File: src/design/mte_pkg.sv
`default_nettype none
// ----------------------------------------------------------------------------
// mte_pkg: shared types and constants of the MIDI track event encoder
// Holds the command format between front and back, the state and register
// codes, and the fixed byte patterns of the meta events.
// ----------------------------------------------------------------------------
package mte_pkg;

   // Delta time width and its variable-length quantity layout.
   localparam int DELTA_BITS = 28;
   localparam logic [DELTA_BITS-1:0] DELTA_MAX = '1;
   localparam int VLQ_GROUPS = (DELTA_BITS + 6) / 7;
   localparam int VLQ_BITS = VLQ_GROUPS * 7;

   // Register reset values.
   localparam logic [15:0] UPT_RESET = 16'd1042;
   localparam logic [31:0] TIMEOUT_RESET = 32'd10000000;
   localparam logic [23:0] TEMPO_RESET = 24'd500000;

   // Byte values.
   localparam logic [7:0] STATUS_CLOCK = 8'hF8;
   localparam logic [7:0] STATUS_SENSING = 8'hFE;
   localparam logic [7:0] META_PREFIX = 8'hFF;
   localparam logic [7:0] META_TEMPO = 8'h51;
   localparam logic [7:0] META_TIMESIG = 8'h58;
   localparam logic [7:0] META_END = 8'h2F;
   localparam logic [7:0] TS_CLOCKS = 8'h18;
   localparam logic [7:0] TS_32NDS = 8'h08;
   localparam logic [7:0] VLQ_CONT = 8'h80;

   // Last step of the take preamble and of End of Track.
   localparam logic [3:0] META_LAST = 4'd15;
   localparam logic [3:0] EOT_LAST = 4'd3;

   typedef enum logic [1:0] {
      CSR_UNITS_PER_TICK = 2'd0,
      CSR_SILENCE_TIMEOUT = 2'd1,
      CSR_TEMPO = 2'd2
   } csr_index_type;

   typedef enum logic [1:0] {
      CMD_START,
      CMD_DELTA,
      CMD_EOT
   } cmd_kind_type;

   typedef enum logic [2:0] {
      BK_IDLE,
      BK_META,
      BK_EOT,
      BK_VLQ,
      BK_MSG
   } back_state_type;

   typedef struct packed {
      logic [15:0] units_per_tick;
      logic [31:0] silence_timeout;
      logic [23:0] tempo;
   } cfg_type;

   typedef struct packed {
      cmd_kind_type kind;
      logic [DELTA_BITS-1:0] delta;
      logic [7:0] status_byte;
      logic [7:0] data_one;
      logic [7:0] data_two;
      logic [1:0] msg_len;
   } cmd_type;

   // Tempo and 4/4 time signature meta events, each with delta 0.
   function automatic logic [7:0] meta_byte(input logic [3:0] idx, input logic [23:0] tempo);
      logic [7:0] b;
      case (idx)
         4'd0: b = 8'h00;
         4'd1: b = META_PREFIX;
         4'd2: b = META_TEMPO;
         4'd3: b = 8'h03;
         4'd4: b = tempo[23:16];
         4'd5: b = tempo[15:8];
         4'd6: b = tempo[7:0];
         4'd7: b = 8'h00;
         4'd8: b = META_PREFIX;
         4'd9: b = META_TIMESIG;
         4'd10: b = 8'h04;
         4'd11: b = 8'h04;
         4'd12: b = 8'h02;
         4'd13: b = TS_CLOCKS;
         4'd14: b = TS_32NDS;
         default: b = 8'h00;
      endcase
      return b;
   endfunction

   // End of Track meta event with delta 0.
   function automatic logic [7:0] eot_byte(input logic [1:0] idx);
      logic [7:0] b;
      case (idx)
         2'd1: b = META_PREFIX;
         2'd2: b = META_END;
         default: b = 8'h00;
      endcase
      return b;
   endfunction

endpackage
`default_nettype wire

File: src/design/mte_front.sv
`default_nettype none
// ----------------------------------------------------------------------------
// mte_front: timekeeping and event classification
// Tracks ticks, the unit remainder and silence, and turns each beat that
// produces bytes into one command for the back end.
// ----------------------------------------------------------------------------
module mte_front
   import mte_pkg::*;
(
   input  wire logic        clock,
   input  wire logic        reset,
   input  wire cfg_type     cfg,
   input  wire logic        push,
   input  wire logic        q_full,
   input  wire logic        req_action,
   input  wire logic [7:0]  req_status_byte,
   input  wire logic [7:0]  req_data_one,
   input  wire logic [7:0]  req_data_two,
   input  wire logic [1:0]  req_msg_len,
   output logic             cmd_push,
   output cmd_type          cmd
);

   logic                  recording_ff, recording_in;
   logic [DELTA_BITS-1:0] tick_ff, tick_in;
   logic [15:0]           rem_ff, rem_in;
   logic [31:0]           idle_ff, idle_in;

   logic                  accept;
   logic [15:0]           upt;
   logic [15:0]           rem_inc;
   logic [31:0]           idle_inc;
   logic                  round_up;
   logic [DELTA_BITS-1:0] delta;
   logic                  is_message;

   assign accept = push && !q_full;

   // Next state and command for the accepted beat.
   always_comb begin
      recording_in = recording_ff;
      tick_in = tick_ff;
      rem_in = rem_ff;
      idle_in = idle_ff;
      cmd_push = 1'b0;

      upt = (cfg.units_per_tick == 16'd0) ? 16'd1 : cfg.units_per_tick;
      rem_inc = rem_ff + 16'd1;
      idle_inc = (idle_ff == 32'hFFFF_FFFF) ? idle_ff : idle_ff + 32'd1;
      round_up = ({rem_ff, 1'b0} >= {1'b0, upt});
      delta = (round_up && tick_ff != DELTA_MAX) ? tick_ff + 1'b1 : tick_ff;
      is_message = (req_msg_len != 2'd0) && (req_status_byte != STATUS_SENSING)
                   && (req_status_byte != STATUS_CLOCK);

      cmd.kind = CMD_EOT;
      cmd.delta = delta;
      cmd.status_byte = req_status_byte;
      cmd.data_one = req_data_one;
      cmd.data_two = req_data_two;
      cmd.msg_len = req_msg_len;

      if (accept) begin
         if (!req_action) begin
            // One base time unit: advance the tick and, while recording, the silence counter.
            if (rem_inc >= upt) begin
               rem_in = 16'd0;
               if (tick_ff != DELTA_MAX) begin
                  tick_in = tick_ff + 1'b1;
               end
            end else begin
               rem_in = rem_inc;
            end
            if (recording_ff) begin
               idle_in = idle_inc;
               if (idle_inc > cfg.silence_timeout) begin
                  cmd_push = 1'b1;
                  cmd.kind = CMD_EOT;
                  recording_in = 1'b0;
                  idle_in = 32'd0;
               end
            end
         end else if (is_message) begin
            // A recorded message: first of a take opens it, later ones carry a delta.
            cmd_push = 1'b1;
            cmd.kind = recording_ff ? CMD_DELTA : CMD_START;
            recording_in = 1'b1;
            tick_in = '0;
            rem_in = 16'd0;
            idle_in = 32'd0;
         end
      end
   end

   // State registers.
   always_ff @(posedge clock) begin
      if (reset) begin
         recording_ff <= 1'b0;
         tick_ff <= '0;
         rem_ff <= 16'd0;
         idle_ff <= 32'd0;
      end else begin
         recording_ff <= recording_in;
         tick_ff <= tick_in;
         rem_ff <= rem_in;
         idle_ff <= idle_in;
      end
   end

endmodule
`default_nettype wire

File: src/design/mte_cmdq.sv
`default_nettype none
// ----------------------------------------------------------------------------
// mte_cmdq: two-entry command queue
// Decouples the front end from the byte serializer so each can stall alone.
// ----------------------------------------------------------------------------
module mte_cmdq
   import mte_pkg::*;
(
   input  wire logic    clock,
   input  wire logic    reset,
   input  wire logic    q_push,
   input  wire cmd_type q_din,
   output logic         q_full,
   input  wire logic    q_pop,
   output logic         q_empty,
   output cmd_type      q_dout
);

   cmd_type    mem_ff [2];
   logic       wr_ff, rd_ff;
   logic [1:0] count_ff;
   logic       do_push, do_pop;

   assign q_full = (count_ff == 2'd2);
   assign q_empty = (count_ff == 2'd0);
   assign do_push = q_push && !q_full;
   assign do_pop = q_pop && !q_empty;
   assign q_dout = mem_ff[rd_ff];

   // Storage.
   always_ff @(posedge clock) begin
      if (do_push) begin
         mem_ff[wr_ff] <= q_din;
      end
   end

   // Pointers and fill level.
   always_ff @(posedge clock) begin
      if (reset) begin
         wr_ff <= 1'b0;
         rd_ff <= 1'b0;
         count_ff <= 2'd0;
      end else begin
         if (do_push) begin
            wr_ff <= !wr_ff;
         end
         if (do_pop) begin
            rd_ff <= !rd_ff;
         end
         if (do_push && !do_pop) begin
            count_ff <= count_ff + 2'd1;
         end else if (do_pop && !do_push) begin
            count_ff <= count_ff - 2'd1;
         end
      end
   end

endmodule
`default_nettype wire

File: src/design/mte_back.sv
`default_nettype none
// ----------------------------------------------------------------------------
// mte_back: track byte serializer
// Expands one command into its track bytes, one per cycle while there is room,
// into a two-entry result buffer.
// ----------------------------------------------------------------------------
module mte_back
   import mte_pkg::*;
(
   input  wire logic        clock,
   input  wire logic        reset,
   input  wire logic [23:0] tempo,
   input  wire logic        q_empty,
   input  wire cmd_type     q_dout,
   output logic             q_pop,
   input  wire logic        pop,
   output logic             empty,
   output logic [7:0]       rsp_track_byte,
   output logic             rsp_last
);

   back_state_type state_ff, state_in;
   cmd_type        cmd_ff;
   logic [3:0]     idx_ff, idx_in;

   logic [VLQ_BITS-1:0] delta_ext;
   logic [3:0]          ngroups;
   logic [3:0]          grp_sel;
   logic [7:0]          vlq_byte;
   logic [7:0]          msg_byte;
   logic                emit;
   logic [7:0]          emit_byte;
   logic                emit_last;
   logic                room;

   logic [7:0] obuf_byte_ff [2];
   logic       obuf_last_ff [2];
   logic       obuf_wr_ff, obuf_rd_ff;
   logic [1:0] obuf_count_ff;
   logic       obuf_push, obuf_pop;

   assign room = (obuf_count_ff != 2'd2);

   // Delta as groups of seven bits, most significant nonzero group first.
   always_comb begin
      delta_ext = VLQ_BITS'(cmd_ff.delta);
      ngroups = 4'd1;
      for (int g = 1; g < VLQ_GROUPS; g++) begin
         if ((delta_ext >> (7 * g)) != '0) begin
            ngroups = 4'(g + 1);
         end
      end
      grp_sel = ngroups - 4'd1 - idx_ff;
      vlq_byte = 8'h00;
      for (int g = 0; g < VLQ_GROUPS; g++) begin
         if (grp_sel == 4'(g)) begin
            vlq_byte = {1'b0, delta_ext[7*g +: 7]} | ((g != 0) ? VLQ_CONT : 8'h00);
         end
      end
   end

   // Message byte at the current step.
   always_comb begin
      case (idx_ff[1:0])
         2'd0: msg_byte = cmd_ff.status_byte;
         2'd1: msg_byte = cmd_ff.data_one;
         default: msg_byte = cmd_ff.data_two;
      endcase
   end

   // Outputs of the serializer.
   always_comb begin
      q_pop = 1'b0;
      emit = 1'b0;
      emit_byte = 8'h00;
      emit_last = 1'b0;
      unique case (state_ff)
         BK_IDLE: begin
            q_pop = !q_empty;
         end
         BK_META: begin
            emit = 1'b1;
            emit_byte = meta_byte(idx_ff, tempo);
         end
         BK_EOT: begin
            emit = 1'b1;
            emit_byte = eot_byte(idx_ff[1:0]);
            emit_last = (idx_ff == EOT_LAST);
         end
         BK_VLQ: begin
            emit = 1'b1;
            emit_byte = vlq_byte;
         end
         BK_MSG: begin
            emit = 1'b1;
            emit_byte = msg_byte;
            emit_last = (idx_ff[1:0] == cmd_ff.msg_len - 2'd1);
         end
         default: begin
            emit = 1'b0;
         end
      endcase
   end

   // Next state of the serializer.
   always_comb begin
      state_in = state_ff;
      idx_in = idx_ff;
      unique case (state_ff)
         BK_IDLE: begin
            idx_in = 4'd0;
            if (!q_empty) begin
               case (q_dout.kind)
                  CMD_START: state_in = BK_META;
                  CMD_DELTA: state_in = BK_VLQ;
                  default: state_in = BK_EOT;
               endcase
            end
         end
         BK_META: begin
            if (room) begin
               idx_in = idx_ff + 4'd1;
               if (idx_ff == META_LAST) begin
                  state_in = BK_MSG;
                  idx_in = 4'd0;
               end
            end
         end
         BK_EOT: begin
            if (room) begin
               idx_in = idx_ff + 4'd1;
               if (idx_ff == EOT_LAST) begin
                  state_in = BK_IDLE;
               end
            end
         end
         BK_VLQ: begin
            if (room) begin
               idx_in = idx_ff + 4'd1;
               if (idx_ff == ngroups - 4'd1) begin
                  state_in = BK_MSG;
                  idx_in = 4'd0;
               end
            end
         end
         BK_MSG: begin
            if (room) begin
               idx_in = idx_ff + 4'd1;
               if (emit_last) begin
                  state_in = BK_IDLE;
               end
            end
         end
         default: begin
            state_in = BK_IDLE;
         end
      endcase
   end

   // Serializer registers.
   always_ff @(posedge clock) begin
      if (reset) begin
         state_ff <= BK_IDLE;
         idx_ff <= 4'd0;
      end else begin
         state_ff <= state_in;
         idx_ff <= idx_in;
      end
   end

   // Command held while its bytes go out.
   always_ff @(posedge clock) begin
      if (q_pop) begin
         cmd_ff <= q_dout;
      end
   end

   // Result buffer.
   assign obuf_push = emit && room;
   assign obuf_pop = pop && !empty;
   assign empty = (obuf_count_ff == 2'd0);
   assign rsp_track_byte = obuf_byte_ff[obuf_rd_ff];
   assign rsp_last = obuf_last_ff[obuf_rd_ff];

   always_ff @(posedge clock) begin
      if (obuf_push) begin
         obuf_byte_ff[obuf_wr_ff] <= emit_byte;
         obuf_last_ff[obuf_wr_ff] <= emit_last;
      end
   end

   always_ff @(posedge clock) begin
      if (reset) begin
         obuf_wr_ff <= 1'b0;
         obuf_rd_ff <= 1'b0;
         obuf_count_ff <= 2'd0;
      end else begin
         if (obuf_push) begin
            obuf_wr_ff <= !obuf_wr_ff;
         end
         if (obuf_pop) begin
            obuf_rd_ff <= !obuf_rd_ff;
         end
         if (obuf_push && !obuf_pop) begin
            obuf_count_ff <= obuf_count_ff + 2'd1;
         end else if (obuf_pop && !obuf_push) begin
            obuf_count_ff <= obuf_count_ff - 2'd1;
         end
      end
   end

endmodule
`default_nettype wire

File: src/design/midi_track_event_encoder_core.sv
`default_nettype none
// ----------------------------------------------------------------------------
// midi_track_event_encoder_core: MIDI track event encoder
// Turns timed MIDI messages into Standard MIDI File track data bytes.
// ----------------------------------------------------------------------------
//  Channel  Direction  Handshake               Beat
//  req      in         push / full             one time unit or one message
//  rsp      out        empty / pop             one track byte, last on final
//  csr      in         csr_valid / csr_ready   one register write
//
// A time unit beat yields no bytes unless the take times out. A beat that
// yields N bytes (2 to 19) occupies the serializer while it loads the
// command and then emits one byte per cycle while the result buffer has room.
// The serializer is the rate limit; a two-entry command queue lets the front
// end keep accepting beats meanwhile. Reset is synchronous and clears all
// control state at once; full is high only while the command queue is full.
// ----------------------------------------------------------------------------
module midi_track_event_encoder_core
   import mte_pkg::*;
(
   input  wire logic        clock,
   input  wire logic        reset,
   input  wire logic        push,
   output logic             full,
   input  wire logic        req_action,
   input  wire logic [7:0]  req_status_byte,
   input  wire logic [7:0]  req_data_one,
   input  wire logic [7:0]  req_data_two,
   input  wire logic [1:0]  req_msg_len,
   output logic             empty,
   input  wire logic        pop,
   output logic [7:0]       rsp_track_byte,
   output logic             rsp_last,
   input  wire logic        csr_valid,
   output logic             csr_ready,
   input  wire logic [1:0]  csr_index,
   input  wire logic [31:0] csr_wdata
);

   cfg_type cfg_ff;
   logic    q_push, q_pop, q_empty;
   cmd_type q_din, q_dout;

   assign csr_ready = 1'b1;

   // Configuration registers.
   always_ff @(posedge clock) begin
      if (reset) begin
         cfg_ff.units_per_tick <= UPT_RESET;
         cfg_ff.silence_timeout <= TIMEOUT_RESET;
         cfg_ff.tempo <= TEMPO_RESET;
      end else if (csr_valid && csr_ready) begin
         case (csr_index)
            CSR_UNITS_PER_TICK: cfg_ff.units_per_tick <= csr_wdata[15:0];
            CSR_SILENCE_TIMEOUT: cfg_ff.silence_timeout <= csr_wdata;
            CSR_TEMPO: cfg_ff.tempo <= csr_wdata[23:0];
            default: cfg_ff <= cfg_ff;
         endcase
      end
   end

   mte_front u_front (
      .clock           (clock),
      .reset           (reset),
      .cfg             (cfg_ff),
      .push            (push),
      .q_full          (full),
      .req_action      (req_action),
      .req_status_byte (req_status_byte),
      .req_data_one    (req_data_one),
      .req_data_two    (req_data_two),
      .req_msg_len     (req_msg_len),
      .cmd_push        (q_push),
      .cmd             (q_din)
   );

   mte_cmdq u_cmdq (
      .clock   (clock),
      .reset   (reset),
      .q_push  (q_push),
      .q_din   (q_din),
      .q_full  (full),
      .q_pop   (q_pop),
      .q_empty (q_empty),
      .q_dout  (q_dout)
   );

   mte_back u_back (
      .clock          (clock),
      .reset          (reset),
      .tempo          (cfg_ff.tempo),
      .q_empty        (q_empty),
      .q_dout         (q_dout),
      .q_pop          (q_pop),
      .pop            (pop),
      .empty          (empty),
      .rsp_track_byte (rsp_track_byte),
      .rsp_last       (rsp_last)
   );

endmodule
`default_nettype wire

File: config.mk
export PLATFORM = sky130hd
export DESIGN_NAME = midi_track_event_encoder_core
export DESIGN_NICKNAME = d
export VERILOG_FILES = /design/src/design/mte_pkg.sv /design/src/design/mte_front.sv /design/src/design/mte_cmdq.sv /design/src/design/mte_back.sv /design/src/design/midi_track_event_encoder_core.sv
export SDC_FILE = /design/constraint.sdc
export NUM_CORES = 1
export LEC_CHECK = 0
export BUFFER_PORTS_ARGS = -buffer_cell sky130_fd_sc_hd__buf_4
export CORE_MARGIN = 2
export CORE_UTILIZATION = 40
export DETAILED_ROUTE_END_ITERATION = 12
export PLACE_DENSITY = 0.62
export SYNTH_ARGS = -nofsm -noshare
export SYNTH_HDL_FRONTEND = slang
export SYNTH_HIERARCHICAL = 1
export SYNTH_SLANG_ARGS = --single-unit
File: constraint.sdc
create_clock -name clock -period 7.8 [get_ports clock]
set_input_delay 1.56 -clock clock [delete_from_list [all_inputs] [get_ports clock]]
set_output_delay 1.56 -clock clock [all_outputs]
set_load 0.01 [all_outputs]
After elaboration in Yosys (flattened, before gate mapping) --
Memory sizes are Yosys's and may differ from the RTL's. A register that Yosys moved wholly into a read port is not among the register bits. Index checks and enable logic that the tools add are counted.
Storage, ports and cells: bits in writable memories 130, register bits 218, input bits 66, memories 3
Operators by class: add/sub/neg operators 11, eq/ne operators 45, order comparisons 3, multiplexer cells 72, reductions and logical operators 53
Memories:
- u_cmdq.mem_ff | depth 2, bits a word 56, rd ports 1, clocked after memory_dff 1, write ports 1, line mte_cmdq.sv:19 | cmd_type mem_ff [2];
- u_back.obuf_byte_ff | depth 2, bits a word 8, rd ports 1, clocked after memory_dff 1, write ports 1, line mte_back.sv:36 | logic [7:0] obuf_byte_ff [2];
- u_back.obuf_last_ff | depth 2, bits a word 1, rd ports 1, clocked after memory_dff 1, write ports 1, line mte_back.sv:37 | logic obuf_last_ff [2];
Operator list (number):
- $mux 32 | 5
- $mux 28 | 5
- $pmux 8 s11 | 1
- $reduce_bool 28->1 | 3
- $mux 16 | 4
- $add 32x1->32 const B | 1
- $eq 32x32->1 const B | 1
- $eq 4x4->1 const B | 8
- $gt 32x32->1 | 1
- $pmux 8 s2 | 2
- $pmux 8 s4 | 1
- $add 28x1->28 const B | 1
- $mux 4 | 7
- $ne 28x28->1 const B | 1
- $mux 3 | 9
- $mux 8 | 3
- $mux 1 | 22
- $ne 2x1->1 const B | 10
- $ge 17x16->1 | 1
- $add 16x1->16 const B | 1
- $eq 4x2->1 const B | 4
- $ge 16x16->1 | 1
- $logic_not 16->1 | 1
- $mux 2 | 8
- 34 further kinds | 83

Longest topological paths before layout --
depth in word-level cells 12, gate-level depth with buffers 21

Cells and area by module --
Netlist, hierarchy kept.
Modules (own cells, without submodules):
- mte_front | cells an instance 837, times used 1, area each 6618.8 µm², seq. area each 1541.5 µm²
- mte_cmdq | cells an instance 199, times used 1, area each 4251.6 µm², seq. area each 3463.3 µm²
- mte_back | cells an instance 336, times used 1, area each 4093.9 µm², seq. area each 2402.3 µm²
- midi_track_event_encoder_core | cells an instance 293, times used 1, area each 3010.4 µm², seq. area each 1441.4 µm²

Worst setup path before layout --
No wires, ideal clock.
kind reg-to-reg, from register u_back.state_ff[0], to register u_cmdq.count_ff[1], slack -0.296 ns, data required time 7.730 ns, path buffers 1, stages on the path, launching flop included 7, arrival 8.026 ns, setup time 0.070 ns, path through dfxtp_1 buf_2 nor4_1 o21ai_0 ha_1 or3_1 a21oi_1
On the way: word-level cells in the longest chain between the ends 6
Ends and longest elaborated chain:
- from (decl) | line mte_back.sv:22 | back_state_type state_ff, state_in;
- from (signal assigned) | line mte_back.sv:166 | state_ff <= state_in;
- $logic_not 3->1 * | line mte_back.sv:77 | unique case (state_ff)
- $mux 1 * | line mte_back.sv:77
- via q_pop | line midi_track_event_encoder_core.sv:41 | logic q_push, q_pop, q_empty;
- $logic_and 1x1->1 * | line mte_cmdq.sv:27 | assign do_pop = q_pop && !q_empty;
- $logic_not 1->1 | line mte_cmdq.sv:50 | if (do_push && !do_pop) begin
- $logic_and 1x1->1 | line mte_cmdq.sv:50
- $mux 2 / $reduce_bool 2->1 (equally long branches)
- to (signal assigned) | line mte_cmdq.sv:51 | count_ff <= count_ff + 2'd1;
- to (signal assigned) | line mte_cmdq.sv:53 | count_ff <= count_ff - 2'd1;
- to (decl) | line mte_cmdq.sv:21 | logic [1:0] count_ff;
The timed path passes the listed nets; every way through them passes the cells marked *. A chain may end at the register's enable or synchronous reset.

Final worst setup path --
from register u_front.idle_ff[2], to memory u_cmdq/mem_ff[0][46] (netlist name) (enable)
On the way: word-level cells in the longest chain between the ends 10
Ends and longest elaborated chain:
- from (decl) | line mte_front.sv:27 | logic [31:0] idle_ff, idle_in;
- from (signal assigned) | line mte_front.sv:105 | idle_ff <= idle_in;
- $add 32x1->32 / $eq 32x32->1 (equally long branches) | line mte_front.sv:49 | idle_inc = (idle_ff == 32'hFFFF_FFFF) ? idle_ff : idle_ff + 32'd1;
- $mux 32 * | line mte_front.sv:49
- $gt 32x32->1 * | line mte_front.sv:75 | if (idle_inc > cfg.silence_timeout) begin
- $mux 1 * | line mte_front.sv:75
- $mux 1 * | line mte_front.sv:73 | if (recording_ff) begin
- $mux 1 * | line mte_front.sv:63 | if (!req_action) begin
- $mux 1 * | line mte_front.sv:62 | if (accept) begin
- via q_push | line midi_track_event_encoder_core.sv:41
- $logic_and 1x1->1 * | line mte_cmdq.sv:26 | assign do_push = q_push && !q_full;
- $mux 1 * | line mte_cmdq.sv:32 | if (do_push) begin
- $mux 1 (not written as such) * | line mte_cmdq.sv:33 | mem_ff[wr_ff] <= q_din;
- to (decl) | line mte_cmdq.sv:19
Marks and branches as above.

==> flow_summary.toml <==
[floorplan]
fp-row-count = 77
fp.dieW_microns = 216
start_util = 0.406
core_sq_um = 44300
dieArea_sq_um = 46600
die_h_microns = 216
io_pins = 78

[route]
detail-route-antenna-nets = 0
drt-total-wl_microns = 39100
drc = 0
first_iter_violations = 947
drt-pass1-iter-count = 6
via_per_inst = 5.27
num_vias = 12200
wire_per_inst_microns = 16.9

[min_path]
hp-class = "reg -> reg"

[worst_setup_path]
end_kind = "flip-flop"
crit_path_start_kind = "flip-flop"
slowest_delay_ps = 710
critical-path-slowest-cell = "inv_2"
cp_cell_sequence = "and4_1 > nand4_2 > nor4_4 > nand3b_2 > nor4_1 > xor2_1 > ha_1 > nand4_1 > nor4_1 > nand2b_1 > a31oi_1 > or2_1 > o21a_1 > inv_1 > or3_1 > inv_2 > buf_4"
cp.required_ps = 8020
crit_top_cell = "nor4_1"
cp_max_fo = 42
crit_type = "reg -> reg"
critical_path.top_delay_family = "simple AND/OR/NAND/NOR gates"
crit_buf_inv = 3
crit_arrival_ps = 5890

[layout]
final_util = 0.452
final_cell_area_sq_um = 20000
area_growth_pct = 11.4
drive_above_1_share = 0.145
nets = 1829
final_common_cell = "edfxtp_1"
final_cell_mix = "edfxtp_1, dfxtp_1, nor2_1"
diodes = 0
nFillCells = 4105

[place]
gp_congestion = 0.877
dp_hpwl_microns = 27400
placed_cell_area_sq_um = 18800
numPortBuffers = 76

[power_and_ir_drop]
seq_power_share = 0.476
power_mw = 4.58
p_comb_frac = 0.138
p_per_area_nw_per_um2 = 229
leakage_nw = 7.59
p_int_mw = 3.40
p_clk_frac = 0.385
switchingPower_mw = 1.18
p_sw_frac = 0.258
peakVddDrop_v = 0.000113

[grt]
overflow = 0
grt_max_degree = 108
grt_usage = 0.168
grt_pass1_vias = 11900
grt_pass1_wl_microns = 63400
antenna_found_initial = 0

[clocking]
hold_buffers = 0
cts_buffer_depth = 3
cts_tree = "done"
cts-root-buf = "clkbuf_16"
clk_latency_ps = 530
clk_pin_slew_ps = 60
cts_buffers = 38
post_cts_buffers = 0
clock-sinks = 350
cts_resized = 0
htree_levels = 2

[logic_synthesis]
synth.cell_area_sq_um = 18000
synth_cell_type_count = 87
synth_cells = 1665
ys.flop_type = "edfxtp_1"
synth_top_cell_by_area = "edfxtp_1"
synth.top_cell.area_share = 0.307
yosys-top-cells-area = "edfxtp_1, dfxtp_1, mux2i_1"
ys_ff_latch = 350
ys_seq_area_frac = 0.492
synth_edf_count = 184
synthArstFlopShare = 0
yosysWarnings = 6
syn-num-nets = 1808
synth_area_per_cell_sq_um = 10.8

[timing]
setup_viol = 0
period_share = 0.727
layout_min_cycle_time_ps = 5670
relSlewSlack = 0.177
worst_slew_pin_slew_ps = 1230
maxSlewViolCount = 0
finalSetupTns_ps = 0
fmax_ghz = 0.176
hold_viol_final = 0
clock_skew_ps = 13.2
rsz0062_at_grt = "no"
holdWs_ps = 471

[run_status]
status = "finished, final reports clean"

[job]
drv_cap = 0
## power by group through the flow
| stage | clock network, mW | logic (mW) | registers (mW) |
|---|---|---|---|
| finish | 1.77 | 0.634 | 2.18 |
| floorplan | 0 | 0.469 | 2.19 |
| CTS | 1.82 | 0.639 | 2.18 |
| global route | 1.90 | 0.696 | 2.20 |
| global placement | 0 | 0.625 | 2.22 |
| detailed placement | 0 | 0.635 | 2.22 |
## cell usage after synthesis, drive strengths merged, types with 4 or more instances
| cell type | n |
|---|---|
| edfxtp | 184 |
| dfxtp | 166 |
| nor2 | 134 |
| nand2b | 103 |
| mux2i | 98 |
| nand2 | 92 |
| ha | 76 |
| a21oi | 74 |
| buf | 73 |
| inv | 73 |
| mux2 | 70 |
| nand3 | 67 |
| xor2 | 46 |
| o21ai | 40 |
| xnor2 | 39 |
| clkbuf | 31 |
| and3 | 30 |
| a22o | 28 |
| nand4 | 26 |
| a22oi | 24 |
| nor3 | 21 |
| nor4 | 20 |
| and2 | 18 |
| a221o | 15 |
| o221ai | 10 |
| nand3b | 8 |
| or3 | 8 |
| o211ai | 7 |
| a21o | 6 |
| a221oi | 6 |
| o21a | 6 |
| and4 | 5 |
| nor2b | 5 |
| or2 | 5 |
| a31oi | 4 |
| o22ai | 4 |
| or4 | 4 |
## worst min-delay path: stages (launching register included)
cell and delay, ps:
dfxtp_1 310, nand2b_1 60, mux2i_1 60
## per-stage QoR
| stage | instances | worst slack (ps) |
|---|---|---|
| after detailed placement | 2238 | 2110 |
| final | 2308 | 2130 |
| after CTS | 2308 | 2090 |
| after floorplan | 1665 | 2390 |
| after global routing | 2308 | 1580 |
| after global placement | 2238 | 2190 |
## cells by family after synthesis
group	count (synthesis)	share of synthesized area
flip-flops	350	0.492
multiplexers	169	0.0997
buffers and inverters	177	0.0484
other	2	0.000418
AND/OR/NAND/NOR	557	0.167
AO/OA/AOI/OAI	248	0.0972
adder cells (fa/ha/maj)	77	0.0540
XOR/XNOR	85	0.0414
## sequential cells by signal, indices dropped and copies added, names as in the netlist, 2 cells and up, named ones only
name / flops
cfg_ff: 72
u_front/rem_ff: 16
u_back/state_ff: 3
u_front/tick_ff: 28
u_back/obuf_count_ff: 2
u_front/idle_ff: 32
u_back/obuf_last_ff: 2
u_cmdq/mem_ff: 112
u_back/cmd_ff: 26
u_cmdq/count_ff: 2
u_back/obuf_byte_ff: 16
u_back/idx_ff: 4
u_back/delta_ext: 28
## final timing paths
| check | start | end | slack [ps] | depth (start not counted) |
|---|---|---|---|---|
| worst max register to register | u_front/idle_ff[2] | u_cmdq/mem_ff[0][46] | 2130 | 17 |
| worst max-delay path | u_front/idle_ff[2] | u_cmdq/mem_ff[0][46] | 2130 | 17 |
| worst min-delay path | cfg_ff[28] | cfg_ff[28] | 470 | 2 |
| worst min register to register | cfg_ff[28] | cfg_ff[28] | 470 | 2 |
## layer usage
metal / routed length [microns] / part of all wire / global-route usage / vias up
met4: 756 / 0.019 / 0.0441 / 0
met2: 18600 / 0.48 / 0.281 / 246
li1: - / - / - / 6069
met1: 18000 / 0.46 / 0.225 / 5785
met3: 1750 / 0.045 / 0.0271 / 54
met5: 0 / 0 / 0 / -
## final cells by class
| type | count | area (sq um) | share of cell area |
|---|---|---|---|
| multi-input cells | 1138 | 8290 | 0.414 |
| well taps | 592 | 741 | 0.0370 |
| clock buffers | 49 | 1020 | 0.0511 |
| clock inverters | 21 | 209 | 0.0104 |
| inverters | 73 | 274 | 0.0137 |
| repair buffers | 85 | 638 | 0.0319 |
| flip-flops and latches | 350 | 8850 | 0.442 |
Note: power is estimated with default switching activity, not from simulation.
